===== src/hdl/allm_pkg.sv =====
// Shared types and constants for the array linked list manager.
// Holds action and status codes, port widths and the controller/datapath interface.
// No dependencies.
package allm_pkg;

	// Default sizes of the slot table.
	localparam int SLOTS_DEF     = 64;
	localparam int DATA_BITS_DEF = 32;

	// Fixed widths of the request and result ports.
	localparam int ACT_W   = 3;
	localparam int VALUE_W = 32;
	localparam int SLOT_W  = 6;
	localparam int STS_W   = 3;
	localparam int COUNT_W = 6;

	// Request codes.
	typedef enum logic [ACT_W-1:0] {
		ACT_INS_FIRST = 3'd0,
		ACT_INS_AFTER = 3'd1,
		ACT_INS_LAST  = 3'd2,
		ACT_SEARCH    = 3'd3,
		ACT_DEL_NEXT  = 3'd4
	} action_t;

	// Result status codes.
	typedef enum logic [STS_W-1:0] {
		STS_OK        = 3'd0,
		STS_BAD_SLOT  = 3'd1,
		STS_NO_DEL    = 3'd2,
		STS_FULL      = 3'd3,
		STS_NOT_FOUND = 3'd4
	} status_t;

	// Operation class of the request held in the datapath.
	typedef enum logic [1:0] {
		OPK_NONE,
		OPK_INS,
		OPK_SRCH,
		OPK_DEL
	} op_kind_t;

	// Commands from the controller to the datapath.
	typedef enum logic [2:0] {
		CMD_NOP,
		CMD_CLEAR,
		CMD_LOAD,
		CMD_EXEC,
		CMD_SRCH,
		CMD_DEL,
		CMD_WR2
	} dp_cmd_t;

	// Status flags from the datapath to the controller.
	typedef struct packed {
		op_kind_t opk;       // class of the current request
		logic     exec_more; // first step needs a follow-up step
		logic     step_end;  // search walk ends in this cycle
		logic     del_wr2;   // delete must relink a predecessor slot
		logic     clr_last;  // clearing pass is at its last slot
	} dp_stat_t;

endpackage


===== src/hdl/allm_dp.sv =====
// Datapath of the array linked list manager: link and payload memories,
// list pointers, element count and result registers.
// Depends on allm_pkg.
module allm_dp import allm_pkg::*; #(
	parameter int SLOTS     = SLOTS_DEF,
	parameter int DATA_BITS = DATA_BITS_DEF
) (
	input  logic                      clk,
	input  logic                      arst_n,
	input  dp_cmd_t                   cmd,
	output dp_stat_t                  stat,
	input  logic [ACT_W-1:0]          action,
	input  logic signed [VALUE_W-1:0] value,
	input  logic [SLOT_W-1:0]         slot,
	output logic [STS_W-1:0]          status,
	output logic [SLOT_W-1:0]         found_slot,
	output logic signed [VALUE_W-1:0] removed_value,
	output logic [COUNT_W-1:0]        count
);

	localparam int IDX_W = $clog2(SLOTS);

	// One link table entry: in-list mark and successor slot.
	typedef struct packed {
		logic             used;
		logic [IDX_W-1:0] nxt;
	} entry_t;

	// Memories.
	entry_t               link_mem [SLOTS];
	logic [DATA_BITS-1:0] pay_mem  [SLOTS];

	// List state.
	logic [IDX_W-1:0] head_q, tail_q, free_q, cnt_q, clr_idx_q;

	// Request and working registers.
	logic [ACT_W-1:0]     act_q;
	logic [DATA_BITS-1:0] val_q;
	logic [SLOT_W-1:0]    slot_q;
	logic [IDX_W-1:0]     cur_q;
	logic [IDX_W-1:0]     pend_addr_q;
	entry_t               pend_data_q;

	// Result registers.
	status_t              status_q;
	logic [IDX_W-1:0]     found_q;
	logic [DATA_BITS-1:0] removed_q;

	// Registered read data.
	entry_t               rd_link_q;
	entry_t               rd_free_q;
	logic [DATA_BITS-1:0] rd_pay_q;

	// Decode and per-step conditions.
	op_kind_t         opk;
	logic [IDX_W-1:0] s_idx, tgt, rd_addr;
	logic             s_zero, s_valid, full, empty;
	logic             ins_bad, ins_ok, after_mid, is_last, del_bad, match;
	logic             lk_we, pay_we;
	logic [IDX_W-1:0] lk_waddr;
	entry_t           lk_wdata;

	// Classify the held request.
	always_comb begin
		priority case (act_q)
			ACT_INS_FIRST, ACT_INS_AFTER, ACT_INS_LAST: opk = OPK_INS;
			ACT_SEARCH:                                 opk = OPK_SRCH;
			ACT_DEL_NEXT:                               opk = OPK_DEL;
			default:                                    opk = OPK_NONE;
		endcase
	end

	// Conditions shared by the insert, delete and search steps.
	assign s_idx     = IDX_W'(slot_q);
	assign s_zero    = (slot_q == '0);
	assign s_valid   = s_zero || ((int'(slot_q) < SLOTS) && rd_link_q.used);
	assign full      = (free_q == '0);
	assign empty     = (cnt_q == '0);
	assign ins_bad   = (act_q == ACT_INS_AFTER) && !s_valid;
	assign ins_ok    = !ins_bad && !full;
	assign after_mid = (act_q == ACT_INS_AFTER) && !s_zero;
	assign is_last   = (act_q == ACT_INS_LAST);
	assign tgt       = s_zero ? head_q : rd_link_q.nxt;
	assign del_bad   = !s_valid || (tgt == '0) || empty;
	assign match     = (rd_pay_q == val_q);

	// Status toward the controller.
	always_comb begin
		stat.opk      = opk;
		stat.step_end = match || (rd_link_q.nxt == '0);
		stat.del_wr2  = !s_zero;
		stat.clr_last = (clr_idx_q == IDX_W'(SLOTS - 1));
		unique case (opk)
			OPK_INS:  stat.exec_more = ins_ok && (after_mid || (is_last && !empty));
			OPK_SRCH: stat.exec_more = (head_q != '0);
			OPK_DEL:  stat.exec_more = !del_bad;
			OPK_NONE: stat.exec_more = 1'b0;
		endcase
	end

	// Read address shared by the link and payload memories.
	always_comb begin
		unique case (cmd)
			CMD_LOAD: rd_addr = IDX_W'(slot);
			CMD_EXEC: rd_addr = (opk == OPK_SRCH) ? head_q : tgt;
			CMD_SRCH: rd_addr = rd_link_q.nxt;
			default:  rd_addr = cur_q;
		endcase
	end

	// Link memory write port.
	always_comb begin
		lk_we    = 1'b0;
		lk_waddr = cur_q;
		lk_wdata = pend_data_q;
		pay_we   = (cmd == CMD_EXEC) && (opk == OPK_INS) && ins_ok;
		unique case (cmd)
			CMD_CLEAR: begin
				lk_we         = 1'b1;
				lk_waddr      = clr_idx_q;
				lk_wdata.used = 1'b0;
				lk_wdata.nxt  = stat.clr_last ? '0 : clr_idx_q + IDX_W'(1);
			end
			CMD_EXEC: begin
				lk_we         = pay_we;
				lk_waddr      = free_q;
				lk_wdata.used = 1'b1;
				if (after_mid) begin
					lk_wdata.nxt = rd_link_q.nxt;
				end else if (is_last || empty) begin
					lk_wdata.nxt = '0;
				end else begin
					lk_wdata.nxt = head_q;
				end
			end
			CMD_DEL: begin
				lk_we         = 1'b1;
				lk_waddr      = cur_q;
				lk_wdata.used = 1'b0;
				lk_wdata.nxt  = free_q;
			end
			CMD_WR2: begin
				lk_we    = 1'b1;
				lk_waddr = pend_addr_q;
			end
			default: begin
				lk_we = 1'b0;
			end
		endcase
	end

	// Link memory: one write, a read at the shared address and at the free head.
	always_ff @(posedge clk) begin
		if (lk_we) begin
			link_mem[lk_waddr] <= lk_wdata;
		end
		rd_link_q <= link_mem[rd_addr];
		rd_free_q <= link_mem[free_q];
	end

	// Payload memory.
	always_ff @(posedge clk) begin
		if (pay_we) begin
			pay_mem[free_q] <= val_q;
		end
		rd_pay_q <= pay_mem[rd_addr];
	end

	// List pointers, count and clearing index.
	always_ff @(posedge clk or negedge arst_n) begin
		if (!arst_n) begin
			head_q    <= '0;
			tail_q    <= '0;
			free_q    <= IDX_W'(1);
			cnt_q     <= '0;
			clr_idx_q <= '0;
		end else begin
			unique case (cmd)
				CMD_CLEAR: begin
					clr_idx_q <= clr_idx_q + IDX_W'(1);
				end
				CMD_EXEC: begin
					if ((opk == OPK_INS) && ins_ok) begin
						free_q <= rd_free_q.nxt;
						cnt_q  <= cnt_q + IDX_W'(1);
						if (after_mid) begin
							if (tail_q == s_idx) begin
								tail_q <= free_q;
							end
						end else if (is_last) begin
							if (empty) begin
								head_q <= free_q;
							end
							tail_q <= free_q;
						end else begin
							head_q <= free_q;
							if (empty) begin
								tail_q <= free_q;
							end
						end
					end
				end
				CMD_DEL: begin
					free_q <= cur_q;
					cnt_q  <= cnt_q - IDX_W'(1);
					if (cnt_q == IDX_W'(1)) begin
						head_q <= '0;
						tail_q <= '0;
					end else begin
						if (s_zero) begin
							head_q <= rd_link_q.nxt;
						end
						if (tail_q == cur_q) begin
							tail_q <= s_idx;
						end
					end
				end
				default: begin
				end
			endcase
		end
	end

	// Request capture, walk pointer, deferred write and result registers.
	always_ff @(posedge clk) begin
		unique case (cmd)
			CMD_LOAD: begin
				act_q     <= action;
				val_q     <= DATA_BITS'($unsigned(value));
				slot_q    <= slot;
				status_q  <= STS_OK;
				found_q   <= '0;
				removed_q <= '0;
			end
			CMD_EXEC: begin
				cur_q <= rd_addr;
				unique case (opk)
					OPK_INS: begin
						if (ins_bad) begin
							status_q <= STS_BAD_SLOT;
						end else if (full) begin
							status_q <= STS_FULL;
						end else begin
							found_q <= free_q;
						end
						pend_addr_q      <= after_mid ? s_idx : tail_q;
						pend_data_q.used <= 1'b1;
						pend_data_q.nxt  <= free_q;
					end
					OPK_SRCH: begin
						if (head_q == '0) begin
							status_q <= STS_NOT_FOUND;
						end
					end
					OPK_DEL: begin
						if (del_bad) begin
							status_q <= STS_NO_DEL;
						end
					end
					OPK_NONE: begin
					end
				endcase
			end
			CMD_SRCH: begin
				cur_q <= rd_addr;
				if (match) begin
					found_q <= cur_q;
				end else if (rd_link_q.nxt == '0) begin
					status_q <= STS_NOT_FOUND;
				end
			end
			CMD_DEL: begin
				removed_q        <= rd_pay_q;
				pend_addr_q      <= s_idx;
				pend_data_q.used <= 1'b1;
				pend_data_q.nxt  <= rd_link_q.nxt;
			end
			default: begin
			end
		endcase
	end

	// Result ports.
	assign status        = status_q;
	assign found_slot    = SLOT_W'(found_q);
	assign removed_value = VALUE_W'(removed_q);
	assign count         = COUNT_W'(cnt_q);

endmodule


===== src/hdl/allm_ctrl.sv =====
// Controller of the array linked list manager: sequences the clearing pass
// and the steps of each request, and drives busy and done.
// Depends on allm_pkg.
module allm_ctrl import allm_pkg::*; (
	input  logic     clk,
	input  logic     arst_n,
	input  logic     start,
	output logic     busy,
	output logic     done,
	output dp_cmd_t  cmd,
	input  dp_stat_t stat
);

	typedef enum logic [2:0] {
		ST_CLEAR,
		ST_IDLE,
		ST_EXEC,
		ST_SRCH,
		ST_DEL,
		ST_WR2
	} state_t;

	state_t state_q, state_d;
	logic   busy_q, done_q, done_d;

	// Next state and datapath command.
	always_comb begin
		state_d = state_q;
		done_d  = 1'b0;
		cmd     = CMD_NOP;
		unique case (state_q)
			ST_CLEAR: begin
				cmd = CMD_CLEAR;
				if (stat.clr_last) begin
					state_d = ST_IDLE;
				end
			end
			ST_IDLE: begin
				if (start) begin
					cmd     = CMD_LOAD;
					state_d = ST_EXEC;
				end
			end
			ST_EXEC: begin
				cmd = CMD_EXEC;
				if (stat.exec_more && (stat.opk == OPK_INS)) begin
					state_d = ST_WR2;
				end else if (stat.exec_more && (stat.opk == OPK_SRCH)) begin
					state_d = ST_SRCH;
				end else if (stat.exec_more && (stat.opk == OPK_DEL)) begin
					state_d = ST_DEL;
				end else begin
					state_d = ST_IDLE;
					done_d  = 1'b1;
				end
			end
			ST_SRCH: begin
				cmd = CMD_SRCH;
				if (stat.step_end) begin
					state_d = ST_IDLE;
					done_d  = 1'b1;
				end
			end
			ST_DEL: begin
				cmd = CMD_DEL;
				if (stat.del_wr2) begin
					state_d = ST_WR2;
				end else begin
					state_d = ST_IDLE;
					done_d  = 1'b1;
				end
			end
			ST_WR2: begin
				cmd     = CMD_WR2;
				state_d = ST_IDLE;
				done_d  = 1'b1;
			end
		endcase
	end

	// State and registered handshake outputs.
	always_ff @(posedge clk or negedge arst_n) begin
		if (!arst_n) begin
			state_q <= ST_CLEAR;
			busy_q  <= 1'b1;
			done_q  <= 1'b0;
		end else begin
			state_q <= state_d;
			busy_q  <= (state_d != ST_IDLE);
			done_q  <= done_d;
		end
	end

	assign busy = busy_q;
	assign done = done_q;

endmodule


===== src/hdl/array_linked_list_manager_core.sv =====
// Top level of the array linked list manager.
// Depends on allm_pkg, allm_ctrl and allm_dp.
//
// A singly linked list kept in a table of SLOTS slots with a free list;
// slot 0 is the end marker. A request (action, value, slot) is
// transferred at a rising edge where start is high and busy is low.
// Its result (status, found_slot, removed_value, count) is on the result
// ports, marked by done, which is high for a single cycle; the receiver cannot stall,
// so every result is transferred in the cycle it appears.
// Each request passes the controller state EXEC, where one that fails its
// checks ends; then WR2 for an insert that relinks a predecessor slot, DEL
// and, when a predecessor slot is relinked, WR2 for a delete, or SRCH for a
// search, which walks the list one slot per cycle through the link
// memory's registered read port.
// busy is high from the transfer until done; one request at a time.
// After reset the block sweeps all SLOTS slots of the link table, one slot
// per cycle, with busy high, before the first request is taken.
module array_linked_list_manager_core import allm_pkg::*; #(
	parameter int SLOTS     = SLOTS_DEF,
	parameter int DATA_BITS = DATA_BITS_DEF
) (
	input  logic                      clk,
	input  logic                      arst_n,
	input  logic                      start,
	output logic                      busy,
	input  logic [ACT_W-1:0]          action,
	input  logic signed [VALUE_W-1:0] value,
	input  logic [SLOT_W-1:0]         slot,
	output logic                      done,
	output logic [STS_W-1:0]          status,
	output logic [SLOT_W-1:0]         found_slot,
	output logic signed [VALUE_W-1:0] removed_value,
	output logic [COUNT_W-1:0]        count
);

	dp_cmd_t  cmd;
	dp_stat_t stat;

	// Sequencer.
	allm_ctrl u_ctrl (
		.clk    (clk),
		.arst_n (arst_n),
		.start  (start),
		.busy   (busy),
		.done   (done),
		.cmd    (cmd),
		.stat   (stat)
	);

	// Memories, list pointers and result registers.
	allm_dp #(
		.SLOTS     (SLOTS),
		.DATA_BITS (DATA_BITS)
	) u_dp (
		.clk           (clk),
		.arst_n        (arst_n),
		.cmd           (cmd),
		.stat          (stat),
		.action        (action),
		.value         (value),
		.slot          (slot),
		.status        (status),
		.found_slot    (found_slot),
		.removed_value (removed_value),
		.count         (count)
	);

	// A result is never shown while a request is still in progress.
	a_done_idle: assert property (@(posedge clk) disable iff (!arst_n)
		done |-> !busy)
		else $error("done raised while busy");

	// A transferred request raises busy, without done, and holds off further requests.
	a_accept_busy: assert property (@(posedge clk) disable iff (!arst_n)
		(start && !busy) |=> (busy && !done))
		else $error("request transfer not followed by busy");

	// A failed request reports no slot.
	a_fail_no_slot: assert property (@(posedge clk) disable iff (!arst_n)
		(done && (status != STS_OK)) |-> (found_slot == '0))
		else $error("failed request reports a slot");

endmodule

===== config.mk =====
export PLATFORM = sky130hd
export DESIGN_NAME = array_linked_list_manager_core
export DESIGN_NICKNAME = d
export VERILOG_FILES = /design/src/hdl/allm_pkg.sv /design/src/hdl/allm_dp.sv /design/src/hdl/allm_ctrl.sv /design/src/hdl/array_linked_list_manager_core.sv
export SDC_FILE = /design/constraint.sdc
export NUM_CORES = 2
export LEC_CHECK = 0
export BUFFER_PORTS_ARGS = -buffer_cell sky130_fd_sc_hd__buf_4
export CAP_MARGIN = 20
export CELL_PAD_IN_SITES_DETAIL_PLACEMENT = 1
export CELL_PAD_IN_SITES_GLOBAL_PLACEMENT = 2
export CORE_MARGIN = 3
export CORE_UTILIZATION = 34
export DETAILED_ROUTE_END_ITERATION = 10
export GPL_TIMING_DRIVEN = 0
export PLACE_DENSITY_LB_ADDON = 0.05
export SYNTH_ARGS = -nofsm -noshare
export SYNTH_HDL_FRONTEND = slang
export SYNTH_HIERARCHICAL = 1
export SYNTH_SLANG_ARGS = --single-unit

===== constraint.sdc =====
create_clock -name clk -period 8.09 [get_ports clk]
set_input_delay 0.809 -clock clk [delete_from_list [all_inputs] [get_ports clk]]
set_output_delay 0.809 -clock clk [all_outputs]
set_load 0.05 [all_outputs]

### Word level (Yosys, flattened, before mapping)

Memory sizes are Yosys's and may differ from the RTL's. A register that Yosys moved wholly into a read port is not among the register bits.
Cells that the tools add are included.

| word-level totals | value |
|---|---|
| bits in writable memories | 2,496 |
| input bits | 44 |
| logic and storage cells | 177 |
| output and inout bits | 49 |
| memories | 2 |
| bits in registers | 136 |

Memories:

| name | depth | bits a word | rd ports | clocked after Yosys merged registers in | wr ports | line | source |
|---|---|---|---|---|---|---|---|
| u_dp.pay_mem | 64 | 32 | 1 | 1 | 1 | allm_dp.sv:31 | `logic [DATA_BITS-1:0] pay_mem [SLOTS];` |
| u_dp.link_mem | 64 | 7 | 2 | 2 | 1 | allm_dp.sv:30 | `entry_t link_mem [SLOTS];` |

| cells by class | value |
|---|---|
| equality and inequality tests | 41 |
| multiplexer cells | 68 |
| reductions and logical operators | 45 |
| $add $sub $neg | 3 |

Operator list:

| operator | count |
|---|---|
| $mux W6 | 25 |
| $pmux W32 S2 | 1 |
| $pmux W6 S2 | 5 |
| $pmux W6 S3 | 3 |
| $mux W3 | 13 |
| $logic_not A6 Y1 | 6 |
| $pmux W3 S6 | 2 |
| $eq A32 B32 Y1 | 1 |
| $pmux W7 S3 | 1 |
| $eq A3 B2 Y1 const B | 6 |
| $eq A3 B3 Y1 const B | 6 |
| $pmux W3 S3 | 2 |
| $reduce_and A5 Y1 | 3 |
| $pmux W7 S2 | 1 |
| $add A6 B1 Y6 const B | 2 |
| $eq A6 B6 Y1 | 2 |
| $ne A2 B2 Y1 const B | 6 |
| $logic_and A1 B1 Y1 | 11 |
| $eq A3 B1 Y1 const B | 3 |
| $mux W1 | 9 |
| $ne A3 B1 Y1 const B | 3 |
| $pmux W1 S4 | 2 |
| $mux W7 | 1 |
| $reduce_and A7 Y1 | 1 |
| other kinds (24) | 42 |

### Logic depth before layout (Yosys ltp)

| depth | value |
|---|---|
| depth after elaboration | 14 |
| mapped depth | 19 |
| depth with buffers taken out | 13 |

### Hierarchy

Netlist, hierarchy kept.

Modules (own cells, without submodules):

| module | times used | area each (um2) | sequential area each (um2) | cells an instance |
|---|---|---|---|---|
| allm_dp | 1 | 107,712.1 | 79,607.6 | 7,906 |
| allm_ctrl | 1 | 396.6 | 126.4 | 44 |

### Worst setup path after synthesis

No wires, ideal clock.

| timing | value |
|---|---|
| path kind | in2reg |
| start | in start |
| end | mem u_dp/link_mem[0][5] (netlist name), data pin |
| path buffers | 2 |
| setup slack | 2,715 ps |
| cell stages on the path | 10 |
| setup time | 588 ps |
| arrival | 4,787 ps |
| data required time | 7,502 ps |
| cells stage by stage | nor2_1 nor2_1 a21o_1 clkbuf_1 nor2b_1 inv_1 nor2_1 clkbuf_1 a221oi_1 a31oi_1 |

RTL lines:

| item | line | source |
|---|---|---|
| start, declared | array_linked_list_manager_core.sv:24 | `input logic start,` |
| end, declared | allm_dp.sv:30 |  |

### Worst setup path after layout

| timing | value |
|---|---|
| start | reg u_ctrl.state_q[0] |
| end | reg, netlist name u_dp/rd_link_q[6] |

| on the way | value |
|---|---|
| word-level cells in the longest chain between the ends | 4 |
| elaborated cells on any way between the ends | 11 |
| those cells by class | eq/ne: 8; mux: 2; reduce/logical: 1 |

Ends and longest elaborated chain:

| item | line | source |
|---|---|---|
| start, declared | allm_ctrl.sv:23 | `state_t state_q, state_d;` |
| start signal, assigned | allm_ctrl.sv:88 | `state_q <= state_d;` |
| $eq A3 B3 Y1 (tied with other cells) | allm_ctrl.sv:31 | `unique case (state_q)` |
| $pmux W3 S6 * | allm_ctrl.sv:31 |  |
| net cmd[1] | array_linked_list_manager_core.sv:36 | `dp_cmd_t cmd;` |
| $eq A3 B3 Y1 or $eq A3 B2 Y1 (tied branches) | allm_dp.sv:103 | `unique case (cmd)` |
| $pmux W6 S3 * | allm_dp.sv:103 |  |

Mark *: on every way through the listed nets, which the timed path passes. The rest lies on a longest branch.
A chain may end at the register's enable or synchronous reset.

==> results_dict.tcl <==
set metrics [dict create \
    synth_edf_count 2596 \
    dieArea_sq_um 325000 \
    core_sq_um 316000 \
    cts_buffers 315 \
    die-width_um 570 \
    stdcell_count 13271 \
    hold_path.class "input pin to flip-flop" \
    finish.instance_area_sq_um 131000 \
    criticalPathCategory "flip-flop to flip-flop" \
    final-max-slew-violation-count 0 \
    insertion_delay_ns 0.93 \
    setup_viol 0 \
    synth_ff_type "edfxtp_1" \
    drtIter0Drc 9803 \
    clock-sinks 2676 \
    place_area_sq_um 121000 \
    clkTransAtPathRegs_ns 0.06 \
    hold_violations 0 \
    rsz0062_at_grt "false" \
    post_synth_instance_area_sq_um 108000 \
    clockBufferDepth 4 \
    netlist_top_cells_area "edfxtp_1, nand2_1, nand3_1, a31oi_1, mux2i_1" \
    grt_max_degree 68 \
    io_pins 93 \
    seq_area_frac_synth_pct 73.8 \
    clockRootBuffer "clkbuf_16" \
    cp-end-kind "flip-flop" \
    postRouteAntennaNets 0 \
    cts_tree "done" \
    cp.arrival_ns 7.36 \
    wire_per_inst_um 36.4 \
    num_vias 76897 \
    yosys_warnings 6 \
    max_freq_ghz 0.152 \
    grt_pass1_wl_um 651000 \
    final_layout_size_suffix_gt1_share_pct 12.1 \
    ys_ff_latch 2676 \
    avgSynthCellArea_sq_um 13.6 \
    yosysMostFrequentCell "edfxtp_1" \
    antenna_found_initial 91 \
    htree_levels 5 \
    synth_top_area_cell "edfxtp_1" \
    async_reset_ff_share_pct 1.31 \
    required_ns 8.86 \
    gp_congestion 0.945 \
    fin_nets 8727 \
    groute.usage.overall_pct 29.0 \
    dpl.cell_count 12492 \
    cp-start-kind "flip-flop" \
    synth_common_cells "edfxtp_1, nand2_1, nand3_1" \
    grt_overflow 0 \
    route.detailed.drc 0 \
    status "complete, no violations" \
    slew_headroom_pct 15.1 \
    wl_um 483000 \
    num_rows 206 \
    clock-skew-final_ns 0.0349 \
    synth_top_area_share_pct 72.1 \
    dp_hpwl_um 357000 \
    final.min_clock_period_ns 6.59 \
    synth_cell_types 87 \
    worst_slew_pin_slew_ns 1.26 \
    via_per_inst 5.79 \
    dr.pass1.iters 6 \
    port_buffers 92 \
    min_period_over_period_pct 81.5 \
    syn_to_final_growth_pct 21.2 \
    cp_max_fo 10 \
    syn_inst 7950 \
    grt_pass1_vias 75238 \
    initial_core_util_pct 34.2 \
    die_h_um 570 \
    cap_violations 0 \
]
==> registers in the layout (all words and copies together) (netlist names), 6 cells and up <==
register	cells
u_dp/val_q	32
u_dp/head_q	6
u_dp/cur_q	6
u_dp/tail_q	6
u_dp/rd_pay_q	32
u_dp/clr_idx_q	6
u_dp/count	6
u_dp/pay_mem	2048
u_dp/pend_addr_q	6
u_dp/s_idx	6
u_dp/removed_value	32
u_dp/rd_link_q	7
u_dp/found_slot	6
u_dp/free_q	6
u_dp/rd_free_q	6
u_dp/pend_data_q	6
u_dp/link_mem	448
==> critical path: stages, from the launching register on <==
cell,delay [ns]
dfrtp_1,0.36
buf_2,0.18
nor3b_2,0.26
a21o_1,0.28
clkbuf_1,0.42
nand2_2,0.32
a211oi_1,0.52
nor2_2,0.22
inv_2,0.54
buf_2,0.58
clkbuf_1,0.88
a221oi_1,0.36
o311ai_1,0.97
and3_1,0.51
==> layout make-up <==
cell class / count / area (sq um)
timing repair buffer: 381 / 6800
tap: 4160 / 5200
clock buffer: 411 / 8410
sequential: 2676 / 79700
fill: 32076 / 185000
buffer: 592 / 2550
inverter: 18 / 70.1
antenna: 178 / 445
multi-input combinational: 4695 / 26700
clock inverter: 160 / 1040
==> stage by stage <==
stage / TNS [ns] / worst slack (ns) / utilization, % / hold WS (ns)
after floorplan: 0 / 2.71 / - / 0.395
after global placement: -869.11 / -4.07 / 36.1 / 0.445
after detailed placement: 0 / 1.44 / 38.2 / 0.444
after CTS: 0 / 1.66 / 41.3 / 0.000373
after global routing: 0 / 1.41 / 41.5 / 0.0395
final: 0 / 1.50 / 41.5 / 0.0730
==> timing repair <==
| action | in CTS | in global routing |
|---|---|---|
| setup buffers | 0 | 0 |
| hold buffers | 24 | 0 |
| hold endpoints to repair | 56 | 0 |
| gates resized for setup | 0 | 0 |
==> final timing paths <==
kind	from	to	slack [ns]	cells after the start
max in group asynchronous	arst_n	u_dp/free_q[0]	7.27	2
worst min register to register	u_dp/rd_free_q[3]	u_dp/free_q[3]	0.45	2
worst max-delay path	u_ctrl/state_q[0]	u_dp/rd_link_q[6]	1.50	13
min in group asynchronous	arst_n	u_dp/tail_q[0]	0.42	2
worst min-delay path	value[31]	u_dp/val_q[31]	0.07	1
worst max register to register	u_ctrl/state_q[0]	u_dp/rd_link_q[6]	1.50	13
==> cells by family (layout without fill, tap and decap cells) <==
kind of cell    Yosys count  in the layout  synth area share [%]
fa+ha+maj                 4              4                0.0463
compound gates         1574           1574                  10.0
buf+inv                 610           1562                  2.41
mux                     200            200                  1.88
xor+xnor                 57             57                 0.462
simple gates           2828           2828                  11.4
flops                  2676           2676                  73.8
other cells               1            210               0.00347
==> metal layers <==
| metal | share of wire (%) | track usage [%] | up-vias |
|---|---|---|---|
| met1 | 45 | 42.8 | 40723 |
| met5 | 0.027 | 0 | - |
| met4 | 3.8 | 10.3 | 22 |
| li1 | - | - | 32111 |
| met2 | 43 | 42.9 | 3405 |
| met3 | 8.4 | 5.20 | 636 |
==> cells in the final DEF, fill, tap and decap left out, types with 87 or more instances in the layout <==
master        n
nand2_1    1697
a211oi_1    167
clkinv_1     87
nor2_1      151
and3_1      236
a21oi_1     334
mux2i_1     185
clkbuf_16   321
edfxtp_1   2596
buf_4       124
diode_2     178
buf_2       147
a22oi_1     184
nand3_1     511
buf_16      144
a221oi_1    133
o21ai_0      93
clkbuf_1    434
a31oi_1     315
Power is not shown: default switching activity piles up to over one toggle a cycle in this logic, so the estimate is an artifact.
